[src/design/watermark_allocator_with_table_core_assert.svh]
// Assertion macros shared by the allocator RTL.
// Included by files that check properties; no other dependencies.
`ifndef WATERMARK_ALLOCATOR_WITH_TABLE_CORE_ASSERT_SVH
`define WATERMARK_ALLOCATOR_WITH_TABLE_CORE_ASSERT_SVH

`ifndef SYNTHESIS
`define WAT_ASSERT_CR(lbl, ck, rs, prop) \
  lbl: assert property (@(posedge ck) disable iff (rs) prop) \
    else $error("allocator assertion failed");
`define WAT_ASSERT(lbl, prop) `WAT_ASSERT_CR(lbl, clk, rst, prop)
`else
`define WAT_ASSERT_CR(lbl, ck, rs, prop)
`define WAT_ASSERT(lbl, prop)
`endif

`endif

[src/design/wat_pkg.sv]
// Package for the watermark allocator: item types, codes and scan control types.
// No dependencies.
package wat_pkg;

  localparam int SIZE_W = 18;
  localparam logic [SIZE_W-1:0] ROUND_ADD  = 18'd15;
  localparam logic [SIZE_W-1:0] ROUND_MASK = 18'h3FFF0;

  localparam logic CMD_ALLOC = 1'b0;
  localparam logic CMD_FREE  = 1'b1;

  localparam logic [1:0] ST_OK        = 2'd0;
  localparam logic [1:0] ST_NO_SLOT   = 2'd1;
  localparam logic [1:0] ST_POOL_FULL = 2'd2;
  localparam logic [1:0] ST_NOT_FOUND = 2'd3;

  typedef struct packed {
    logic        cmd;
    logic [16:0] alloc_size;
    logic [15:0] free_offset;
  } req_t;

  typedef struct packed {
    logic [15:0] chunk_offset;
    logic [1:0]  status;
  } rsp_t;

  typedef struct packed {
    logic start;
    logic free_mode;
  } scan_cmd_t;

  typedef struct packed {
    logic done;
    logic found;
  } scan_stat_t;

endpackage

[src/design/wat_ram.sv]
// Generic single-write, single-read synchronous RAM with a registered read port.
// No dependencies.
module wat_ram #(
  parameter int WIDTH = 32,
  parameter int DEPTH = 64
) (
  input  logic                     clk,
  input  logic                     we,
  input  logic [$clog2(DEPTH)-1:0] waddr,
  input  logic [WIDTH-1:0]         wdata,
  input  logic [$clog2(DEPTH)-1:0] raddr,
  output logic [WIDTH-1:0]         rdata
);

  logic [WIDTH-1:0] mem [DEPTH];

  always_ff @(posedge clk) begin
    if (we) begin
      mem[waddr] <= wdata;
    end
    rdata <= mem[raddr];
  end

endmodule

[src/design/wat_slot_scan.sv]
// Slot table walker: reads every table entry once through the RAM read port and
// finds the first free slot (allocate) or the first live match plus the highest
// remaining end (free). Depends on wat_pkg.
module wat_slot_scan #(
  parameter int SLOTS  = 64,
  parameter int MARK_W = 17
) (
  input  logic                       clk,
  input  logic                       rst,
  input  wat_pkg::scan_cmd_t         cmd,
  input  logic [15:0]                offset,
  input  logic [SLOTS-1:0]           live,
  input  logic [2*MARK_W-1:0]        rd_data,
  output logic [$clog2(SLOTS)-1:0]   rd_addr,
  output wat_pkg::scan_stat_t        stat,
  output logic [$clog2(SLOTS)-1:0]   idx,
  output logic [MARK_W-1:0]          max_end
);

  localparam int IDX_W = $clog2(SLOTS);
  localparam int CNT_W = $clog2(SLOTS + 1);
  localparam int CMP_W = (MARK_W > 16) ? MARK_W : 16;
  localparam logic [IDX_W-1:0] LAST = IDX_W'(SLOTS - 1);

  logic             busy;
  logic [CNT_W-1:0] cnt;
  logic             dvalid;
  logic [IDX_W-1:0] didx;
  logic             free_mode;
  logic [15:0]      off_r;
  logic             found;
  logic             done;

  logic              live_d;
  logic [MARK_W-1:0] start_d;
  logic [MARK_W-1:0] end_d;
  logic              hit;

  assign rd_addr = cnt[IDX_W-1:0];
  assign live_d  = live[didx];
  assign start_d = rd_data[2*MARK_W-1:MARK_W];
  assign end_d   = rd_data[MARK_W-1:0];
  assign hit     = live_d && (CMP_W'(start_d) == CMP_W'(off_r));

  assign stat.done  = done;
  assign stat.found = found;

  always_ff @(posedge clk) begin
    if (rst) begin
      busy   <= 1'b0;
      dvalid <= 1'b0;
      done   <= 1'b0;
      found  <= 1'b0;
      cnt    <= '0;
    end else begin
      dvalid <= busy;
      didx   <= cnt[IDX_W-1:0];
      done   <= dvalid && (didx == LAST);
      if (cmd.start) begin
        busy      <= 1'b1;
        cnt       <= '0;
        found     <= 1'b0;
        max_end   <= '0;
        free_mode <= cmd.free_mode;
        off_r     <= offset;
      end else begin
        if (busy) begin
          cnt <= cnt + CNT_W'(1);
          if (cnt[IDX_W-1:0] == LAST) begin
            busy <= 1'b0;
          end
        end
        if (dvalid) begin
          if (free_mode) begin
            // The first live match is the slot to clear; all other live
            // slots count toward the new top mark.
            if (hit && !found) begin
              found <= 1'b1;
              idx   <= didx;
            end else if (live_d && (end_d > max_end)) begin
              max_end <= end_d;
            end
          end else if (!live_d && !found) begin
            found <= 1'b1;
            idx   <= didx;
          end
        end
      end
    end
  end

endmodule

[src/design/watermark_allocator_with_table_core.sv]
// Top level of the watermark allocator with a slot table.
// Depends on wat_pkg, wat_ram, wat_slot_scan and the assertion macro header.
//
//   Channel  Signals                    Carries
//   request  req_valid, req_ready, req  wat_pkg::req_t (cmd, alloc_size, free_offset)
//   result   rsp_valid, rsp_ready, rsp  wat_pkg::rsp_t (chunk_offset, status)
//
// An allocate or free walks the whole slot table before its result: the
// slot walker reads one table entry per cycle through the single RAM read port.
// A zero-size allocate skips the walk. One item is in flight at a time.
// Reset is synchronous; all slots are free and the top mark is zero right
// after reset, with no clearing pass. A stalled result holds the block in its
// final step; the next item is accepted once the block returns to idle.
module watermark_allocator_with_table_core #(
  parameter int SLOTS      = 64,
  parameter int POOL_BYTES = 65536
) (
  input  logic          clk,
  input  logic          rst,
  input  logic          req_valid,
  output logic          req_ready,
  input  wat_pkg::req_t req,
  output logic          rsp_valid,
  input  logic          rsp_ready,
  output wat_pkg::rsp_t rsp
);

  `include "watermark_allocator_with_table_core_assert.svh"

  localparam int IDX_W  = $clog2(SLOTS);
  localparam int MARK_W = $clog2(POOL_BYTES + 1);
  localparam int SIZE_W = wat_pkg::SIZE_W;
  localparam int SUM_W  = ((MARK_W > SIZE_W) ? MARK_W : SIZE_W) + 1;
  localparam int ENT_W  = 2 * MARK_W;

  typedef enum logic [1:0] {
    S_IDLE,
    S_SCAN,
    S_FINISH
  } state_t;

  state_t state;

  // Item held for the duration of its scan.
  logic              is_free;
  logic              zero_req;
  logic [SIZE_W-1:0] size;

  // Allocator state: live bits in flops, start and end of each slot in RAM.
  logic [SLOTS-1:0]  live;
  logic [MARK_W-1:0] top_mark;

  logic                accept;
  logic                is_alloc_in;
  logic                zero_in;
  logic [SIZE_W-1:0]   size_in;
  logic                out_free;
  logic                finish;
  logic [SUM_W-1:0]    sum;
  logic                over;
  logic                alloc_ok;
  logic                free_ok;
  wat_pkg::rsp_t       res;

  wat_pkg::scan_cmd_t  scan_cmd;
  wat_pkg::scan_stat_t scan_stat;
  logic [IDX_W-1:0]    scan_idx;
  logic [MARK_W-1:0]   scan_max_end;
  logic [IDX_W-1:0]    rd_addr;
  logic [ENT_W-1:0]    rd_data;
  logic [ENT_W-1:0]    wr_data;

  assign req_ready   = (state == S_IDLE);
  assign accept      = req_valid && req_ready;
  assign is_alloc_in = (req.cmd == wat_pkg::CMD_ALLOC);
  assign zero_in     = (req.alloc_size == '0);
  assign size_in     = (SIZE_W'(req.alloc_size) + wat_pkg::ROUND_ADD) & wat_pkg::ROUND_MASK;

  // A zero-size allocate skips the table walk entirely.
  assign scan_cmd.start     = accept && !(is_alloc_in && zero_in);
  assign scan_cmd.free_mode = (req.cmd == wat_pkg::CMD_FREE);

  assign out_free = !rsp_valid || rsp_ready;
  assign finish   = (state == S_FINISH) && out_free;

  // Pool check: the new chunk must end within the pool.
  assign sum  = SUM_W'(top_mark) + SUM_W'(size);
  assign over = sum > SUM_W'(POOL_BYTES);

  assign alloc_ok = finish && !is_free && !zero_req && scan_stat.found && !over;
  assign free_ok  = finish && is_free && scan_stat.found;

  // The slot entry holds the chunk start and its end (start plus length).
  assign wr_data = {top_mark, MARK_W'(sum)};

  always_comb begin
    res.chunk_offset = '0;
    res.status       = wat_pkg::ST_OK;
    if (is_free) begin
      if (!scan_stat.found) begin
        res.status = wat_pkg::ST_NOT_FOUND;
      end
    end else if (zero_req) begin
      res.chunk_offset = 16'(top_mark);
    end else if (!scan_stat.found) begin
      res.status = wat_pkg::ST_NO_SLOT;
    end else if (over) begin
      res.status = wat_pkg::ST_POOL_FULL;
    end else begin
      res.chunk_offset = 16'(top_mark);
    end
  end

  wat_ram #(
    .WIDTH (ENT_W),
    .DEPTH (SLOTS)
  ) u_slot_ram (
    .clk   (clk),
    .we    (alloc_ok),
    .waddr (scan_idx),
    .wdata (wr_data),
    .raddr (rd_addr),
    .rdata (rd_data)
  );

  wat_slot_scan #(
    .SLOTS  (SLOTS),
    .MARK_W (MARK_W)
  ) u_scan (
    .clk     (clk),
    .rst     (rst),
    .cmd     (scan_cmd),
    .offset  (req.free_offset),
    .live    (live),
    .rd_data (rd_data),
    .rd_addr (rd_addr),
    .stat    (scan_stat),
    .idx     (scan_idx),
    .max_end (scan_max_end)
  );

  always_ff @(posedge clk) begin
    if (rst) begin
      state     <= S_IDLE;
      rsp_valid <= 1'b0;
      live      <= '0;
      top_mark  <= '0;
    end else begin
      // A new result may replace one that leaves in the same cycle.
      if (finish) begin
        rsp_valid <= 1'b1;
      end else if (rsp_valid && rsp_ready) begin
        rsp_valid <= 1'b0;
      end
      unique case (state)
        S_IDLE: begin
          if (accept) begin
            is_free  <= (req.cmd == wat_pkg::CMD_FREE);
            zero_req <= is_alloc_in && zero_in;
            size     <= size_in;
            state    <= (is_alloc_in && zero_in) ? S_FINISH : S_SCAN;
          end
        end
        S_SCAN: begin
          if (scan_stat.done) begin
            state <= S_FINISH;
          end
        end
        S_FINISH: begin
          if (out_free) begin
            rsp <= res;
            if (alloc_ok) begin
              live[scan_idx] <= 1'b1;
              top_mark       <= MARK_W'(sum);
            end
            if (free_ok) begin
              // The walker has already left the freed slot out of the maximum.
              live[scan_idx] <= 1'b0;
              top_mark       <= scan_max_end;
            end
            state <= S_IDLE;
          end
        end
        default: begin
          state <= S_IDLE;
        end
      endcase
    end
  end

  // With no live slot the top mark must have fallen back to zero.
  `WAT_ASSERT(a_empty_mark_zero, (live == '0) |-> (top_mark == '0))
  // The mark never passes the end of the pool.
  `WAT_ASSERT(a_mark_in_pool, top_mark <= MARK_W'(POOL_BYTES))
  // A new result appears only out of the final step.
  `WAT_ASSERT(a_rsp_from_finish, $rose(rsp_valid) |-> $past(state == S_FINISH))
  // A successful free releases exactly one slot.
  `WAT_ASSERT(a_free_drops_one, free_ok |=> ($countones(live) + 1 == $past($countones(live))))

endmodule

[config.mk]
export PLATFORM = sky130hd
export DESIGN_NAME = watermark_allocator_with_table_core
export DESIGN_NICKNAME = d
export VERILOG_FILES = /design/src/design/wat_pkg.sv /design/src/design/wat_ram.sv /design/src/design/wat_slot_scan.sv /design/src/design/watermark_allocator_with_table_core.sv
export VERILOG_INCLUDE_DIRS = /design/src /design/src/design
export SDC_FILE = /design/constraint.sdc
export NUM_CORES = 2
export LEC_CHECK = 0
export ABC_AREA = 0
export BUFFER_PORTS_ARGS = -buffer_cell sky130_fd_sc_hd__buf_2
export CAP_MARGIN = 20
export CORE_MARGIN = 2
export CORE_UTILIZATION = 55
export CTS_CLUSTER_SIZE = 8
export DETAILED_ROUTE_END_ITERATION = 8
export PLACE_DENSITY = 0.73
export SETUP_SLACK_MARGIN = 0.2
export SKIP_CTS_REPAIR_TIMING = 1
export SYNTH_ARGS = -nofsm -noshare
export SYNTH_HDL_FRONTEND = slang
export SYNTH_HIERARCHICAL = 1
export SYNTH_SLANG_ARGS = --single-unit
[constraint.sdc]
create_clock -name clk -period 7.7 [get_ports clk]
set_clock_uncertainty 0.1 [all_clocks]
set_input_delay 1.54 -clock clk [delete_from_list [all_inputs] [get_ports clk]]
set_output_delay 1.54 -clock clk [all_outputs]
set_load 0.005 [all_outputs]
Word level (Yosys, flattened, before mapping) --
Memories as Yosys holds them, arrays and structs flattened. A register that Yosys moved wholly into a read port is not among the register bits. Cells that the tools add are included. W data, S select, Z words.
Word-level totals: register bits after elaboration 175, memory bits (writable) 2176, bits of input ports 38, output and inout bits 20, word-level logic and storage cells 128, memories kept 1
Cells by class: $add $sub $neg 3, $lt $le $gt $ge 5, eq/ne operators 10, multiplexer cells 41, bitwise gates (word level) 6, reductions and logical operators 43
Memory list:
- u_slot_ram.mem | depth 64, bits a word 34, read ports 1, clocked after memory_dff 1, wr ports 1, line wat_ram.sv:15 | logic [WIDTH-1:0] mem [DEPTH];
Operator list (count):
- $mux W64 | 5
- $mux W17 | 6
- $and A64 B64 Y64 | 1
- $not A64 Y64 | 1
- $or A64 B64 Y64 | 1
- $mux W16 | 3
- $add A17 B18 Y19 | 1
- $gt A19 B17 Y1 const B | 1
- $add A17 B4 Y18 const B | 1
- $mux W2 | 9
- $mux W6 | 3
- $eq A17 B16 Y1 | 1
- $gt A17 B17 Y1 | 1
- $logic_and A1 B1 Y1 | 17
- $logic_not A17 Y1 | 1
- $reduce_and A3 Y1 | 5
- $lt A6 B7 Y1 const B | 2
- $eq A6 B6 Y1 const B | 2
- $mux W1 | 12
- $reduce_bool A2 Y1 | 6
- $reduce_and A5 Y1 | 2
- $add A7 B1 Y7 const B | 1
- $logic_not A1 Y1 | 7
- $bmux W1 S6 | 1
- other kinds (12) | 18

Longest topological paths before layout --
depth in word-level cells 13, mapped depth 15, gate-level depth less buffers 12

Modules after synthesis --
Netlist, hierarchy kept.
By module, submodules not included:
- wat_ram | times used 1, cells an instance 3744, area each 83774.1 um2, sequential area each 66023.3 um2
- watermark_allocator_with_table_core | times used 1, cells an instance 717, area each 6194.7 um2, sequential area each 2702.6 um2
- wat_slot_scan | times used 1, cells an instance 246, area each 3118.0 um2, sequential area each 1581.5 um2

Worst setup path before layout --
Ideal clock, no wire load.
kind register to register, start point register top_mark[5], end point memory u_slot_ram/mem[48][0] (netlist bit), enable pin, library setup time 467 ps, arrival time 7208 ps, data required time 7133 ps, setup slack -76 ps, cell stages (with the launch flop) 15, path buffers 3, clock period less this slack 7776 ps, cell sequence dfxtp_1 > ha_1 > a211oi_1 > o21a_1 > xnor2_1 > nor4_2 > or4b_4 > nor4_4 > buf_4 > buf_6 > buf_6 > or2_2 > nor2b_1 > nand4b_1 > nor3_1
Between the ends: cells in the longest elaborated chain, start to end 6
RTL lines:
- start, declared | line watermark_allocator_with_table_core.sv:51 | logic [MARK_W-1:0] top_mark;
- start signal, assigned | line watermark_allocator_with_table_core.sv:174 | top_mark <= MARK_W'(sum);
- start signal, assigned | line watermark_allocator_with_table_core.sv:179 | top_mark <= scan_max_end;
- $add A17 B18 Y19 | line watermark_allocator_with_table_core.sv:87 | assign sum = SUM_W'(top_mark) + SUM_W'(size);
- net sum[9] | line watermark_allocator_with_table_core.sv:59 | logic [SUM_W-1:0] sum;
- $gt A19 B17 Y1 | line watermark_allocator_with_table_core.sv:88 | assign over = sum > SUM_W'(POOL_BYTES);
- $logic_not A1 Y1 | line watermark_allocator_with_table_core.sv:90 | assign alloc_ok = finish && !is_free && !zero_req && scan_stat.found && !over;
- $logic_and A1 B1 Y1 | line watermark_allocator_with_table_core.sv:90
- net alloc_ok | line watermark_allocator_with_table_core.sv:61 | logic alloc_ok;
- $mux W1 | line wat_ram.sv:18 | if (we) begin
- $mux W1 (not written as such) | line wat_ram.sv:19 | mem[waddr] <= wdata;
- end, declared | line wat_ram.sv:15
The timed path passes the listed nets, and every way through them passes these cells.

Worst setup path in the final report --
start point register size[4], end point memory u_slot_ram/mem[0][23] (netlist bit), enable pin
Between the ends: cells in the longest elaborated chain, start to end 6
RTL lines:
- start, declared | line watermark_allocator_with_table_core.sv:47 | logic [SIZE_W-1:0] size;
- start signal, assigned | line watermark_allocator_with_table_core.sv:160 | size <= size_in;
- $add A17 B18 Y19 | line watermark_allocator_with_table_core.sv:87
- net sum[5] | line watermark_allocator_with_table_core.sv:59
- $gt A19 B17 Y1 | line watermark_allocator_with_table_core.sv:88
- $logic_not A1 Y1 | line watermark_allocator_with_table_core.sv:90
- $logic_and A1 B1 Y1 | line watermark_allocator_with_table_core.sv:90
- net alloc_ok | line watermark_allocator_with_table_core.sv:61
- $mux W1 | line wat_ram.sv:18
- $mux W1 (not written as such) | line wat_ram.sv:19
The timed path passes the listed nets, and every way through them passes these cells.

==> summary.md <==
| Metric | Value |
|---|---|
| Outcome | complete, no violations |
| Worst stage delay on the critical path | between 1000 and 1500 ps |
| Final setup vio count | 0 |
| Crit path launch type | flop |
| Gpl congestion | between 0.9 and 1 |
| TritonCTS buffer count | roughly 350 |
| R2r setup slk | 1610 ps |
| Synth top area share | around 73% |
| Max-slew violations | 0 |
| Setup TNS | 0 ps |
| Core area | about 0.17 sq mm |
| Hold Path Cell Cnt | 2 |
| DRT iter0 DRCs | between 7000 and 8000 |
| Worst hold start | live[8] |
| Initial core utilization | a little under three fifths |
| Placed instance count | 6839 |
| Worst slack at placement | between 1500 and 2000 ps |
| Die W | 415 microns |
| # rows | 150 |
| Antenna violations before repair | 23 |
| Boundary Pins | between 50 and 60 |
| Post-synth EDFFs | ~2300 |
| Worst hold path class | reg -> reg |
| Final instance count without filler cells | roughly 7300 |
| Max_cap viols | 0 |
| RSZ-0062 raised after global routing | false |
| Worst Path Required | approximately 8200 ps |
| TritonCTS Sinks | roughly 2400 |
| Tot GR Track Use | between 20 and 30% |
| Largest net degree at the start of global routing | 120 |
| Area post-placement | 0.0967 sq mm |
| CTS root buffer | clkbuf_16 |
| Total wire length | ~240000 microns |
| Peak VDD IR | 0.251 mV |
| WL/cell | 33.0 microns |
| WP buf/inv | 2 |
| Post-Synthesis Cells | 4707 |
| Post-DR vias/cell | roughly 6.8 |
| Share of cells above drive strength 1 | between 20% and 30% |
| R2R Path End | u_slot_ram/mem[0][23] |
| Tcrit/Tclk final | 79.2% |
| Worst setup EP type | flop |
| Worst-Skew Late Latency | 930 ps |
| Slew headroom | roughly a tenth |
| Htree depth | 5 |
| CP max FO | 66 |
| Register area share after synthesis | about three quarters |
| Detailed-route via count | 50000 |
| Critical path type | reg -> reg |
| Fin nets | a little over 5000 |
| Clk slew on worst S/H paths | approximately 50 ps |
| Fill count | approximately 11000 |
| Fin. Hold Viols | 0 |
| Yosys reg bits | about 2400 |
| Synth async-reset ratio | 0% |
| Avg Cell Area, Syn | between 15 and 20 sq um |
| P_leak | between 30 and 40 nW |
| DRC Markers | 0 |
| Syn. warnings | 6 |
| Die height | 415 microns |
| PnR worst setup slack | between 1500 and 2000 ps |
| Global-route wire length before repair | around 350000 microns |
| CTS tree | yes |
| Count of unique library cells instantiated by Yosys | 70 |
| Dominant cell type by area after synthesis | edfxtp_1 |
| Tot Pwr | 28.1 mW |
| Maximum clock path buffer count | 4 |
| Total gr overflow | 0 |
| CP Cell Sequence | ha_2 > fa_2 > buf_4 > or4_1 > nor4_2 > or4b_4 > nor4_4 > or2_2 > nor2b_1 > nand2_1 > nor2_4 > buf_4 |
| Synth Flop Type | edfxtp_1 |
| FF-to-FF Start | size[4] |
| Crit-path most repeated cell | buf_4 |
| Post-synthesis net count | roughly 4800 |
| Slowest CP cell | nor2_4 |
| Worst slew pin tran | between 1000 and 1500 ps |
| # port buffers | 57 |
| Area Overhead vs Synth | 14.3% |
| Main area contributors after synthesis | edfxtp_1, mux4_2, dfxtp_1 |
| Fin area | roughly 0.11 sq mm |
| Antenna-violating nets left | 0 |
| Critical Path Stages | 12 |
| Pwr dens | around 260 mW/mm^2 |
| Hold Crit Endpoint | live[8] |
| Post-route minimum period | a little over 6000 ps |
| Die area | roughly 0.17 sq mm |
| CP arrival | between 6000 and 7000 ps |
| CP top delay family | simple AND/OR/NAND/NOR gates |
| Router iterations before antenna repair | 7 |
| Mapped cell area | between 0.09 and 0.1 sq mm |
| FMAX | 164 MHz |
| Vias in the first global route | about 50000 |
| Hpwl dp | 136000 microns |
| Worst Reg-to-Reg Cells | 12 |
cell type report:
cell class | count | area (sq um) | share of cell area, %
flip-flops and latches | 2384 | 70400 | 66.1
multi-input cells | 1957 | 21600 | 20.3
clock buffers | 452 | 9290 | 8.73
well taps | 2204 | 2760 | 2.59
repair buffers | 225 | 1960 | 1.84
inverters | 89 | 334 | 0.314
diodes | 15 | 37.5 | 0.0353
clock inverters | 4 | 35.0 | 0.0329
sequential cells by signal (all words and copies together), names as in the netlist, 14 cells and up:
register / flops
live: 64
rsp: 18
size: 14
top_mark: 17
u_scan/max_end: 17
u_scan/off_r: 16
u_slot_ram/mem: 2176
u_slot_ram/rdata: 34
worst reg2reg max path, cell delays in order (launching register included):
cell,delay (ps)
edfxtp_1,380
ha_2,210
fa_2,410
buf_4,350
or4_1,680
nor4_2,210
or4b_4,530
nor4_4,270
or2_2,270
nor2b_1,280
nand2_1,750
nor2_4,1010
buf_4,320
report_power, final:
group          internal [mW]  switching, mW
Combinational          0.271          0.385
Sequential              14.1         0.0375
Clock                   8.24           5.07
Total                   22.6           5.49
layer usage:
metal / vias up / track usage [%] / wire length (microns)
li1: 20000 / - / -
met1: 26000 / 38.8 / 89100
met2: 3469 / 41.4 / 111000
met3: 549 / 7.35 / 29600
met4: 8 / 13.2 / 12100
met5: - / 0 / 57
placed cells by master, fill, tap and decap left out, types with 30 or more instances in the layout:
cell,Yosys,routed
a21oi_1,42,42
a221oi_1,62,62
a22oi_1,59,59
buf_2,67,57
buf_4,22,132
clkbuf_1,126,95
clkbuf_16,0,357
dfxtp_1,128,106
edfxtp_1,2256,2256
ha_1,31,30
inv_1,88,88
mux2_2,56,56
mux2i_1,163,163
mux4_2,485,485
nand2_1,139,138
nand3_1,82,82
nand4_1,58,58
nor2_1,185,118
nor2_4,0,64
nor2b_1,45,42
o21ai_0,50,50
o21ai_1,41,41
o221ai_1,39,39
o22ai_1,88,88
cell families (layout without fill, tap and decap cells):
kind of cell	count (synthesis)	count (layout)	share of synthesized area [%]
adder cells (fa/ha/maj)	32	32	0.438
flip-flops	2384	2384	75.5
AND/OR/NAND/NOR	658	658	3.50
buffers and inverters	366	770	1.93
AO/OA/AOI/OAI	520	520	4.02
other	0	15	0
XOR/XNOR	42	42	0.395
multiplexers	705	705	14.2
cells in the mapped netlist, types with 42 or more instances:
cell,n
inv_1,88
a21oi_1,42
mux4_2,485
nand2_1,139
edfxtp_1,2256
o21ai_0,50
nand4_1,58
a221oi_1,62
buf_2,67
a22oi_1,59
nor2b_1,45
o22ai_1,88
mux2_2,56
nor2_1,185
mux2i_1,163
dfxtp_1,128
clkbuf_1,126
nand3_1,82
how the worst max path moves through the flow:
stage,end,from
after floorplan,u_slot_ram/mem[62][0],top_mark[5]
after global placement,u_slot_ram/mem[9][29],rsp_ready
after detailed placement,u_slot_ram/mem[8][29],rsp_ready
after CTS,u_slot_ram/mem[8][29],size[4]
after global routing,u_slot_ram/mem[12][8],size[5]
final,u_slot_ram/mem[0][23],size[4]
stage by stage:
stage | hold WS (ps) | util [%]
floorplan | 321 | -
global placement | 352 | 57.6
detailed placement | 360 | 57.7
CTS | 369 | 63.3
global route | 377 | 63.5
finish | 368 | 63.5
(Power assumes the default switching activity.)
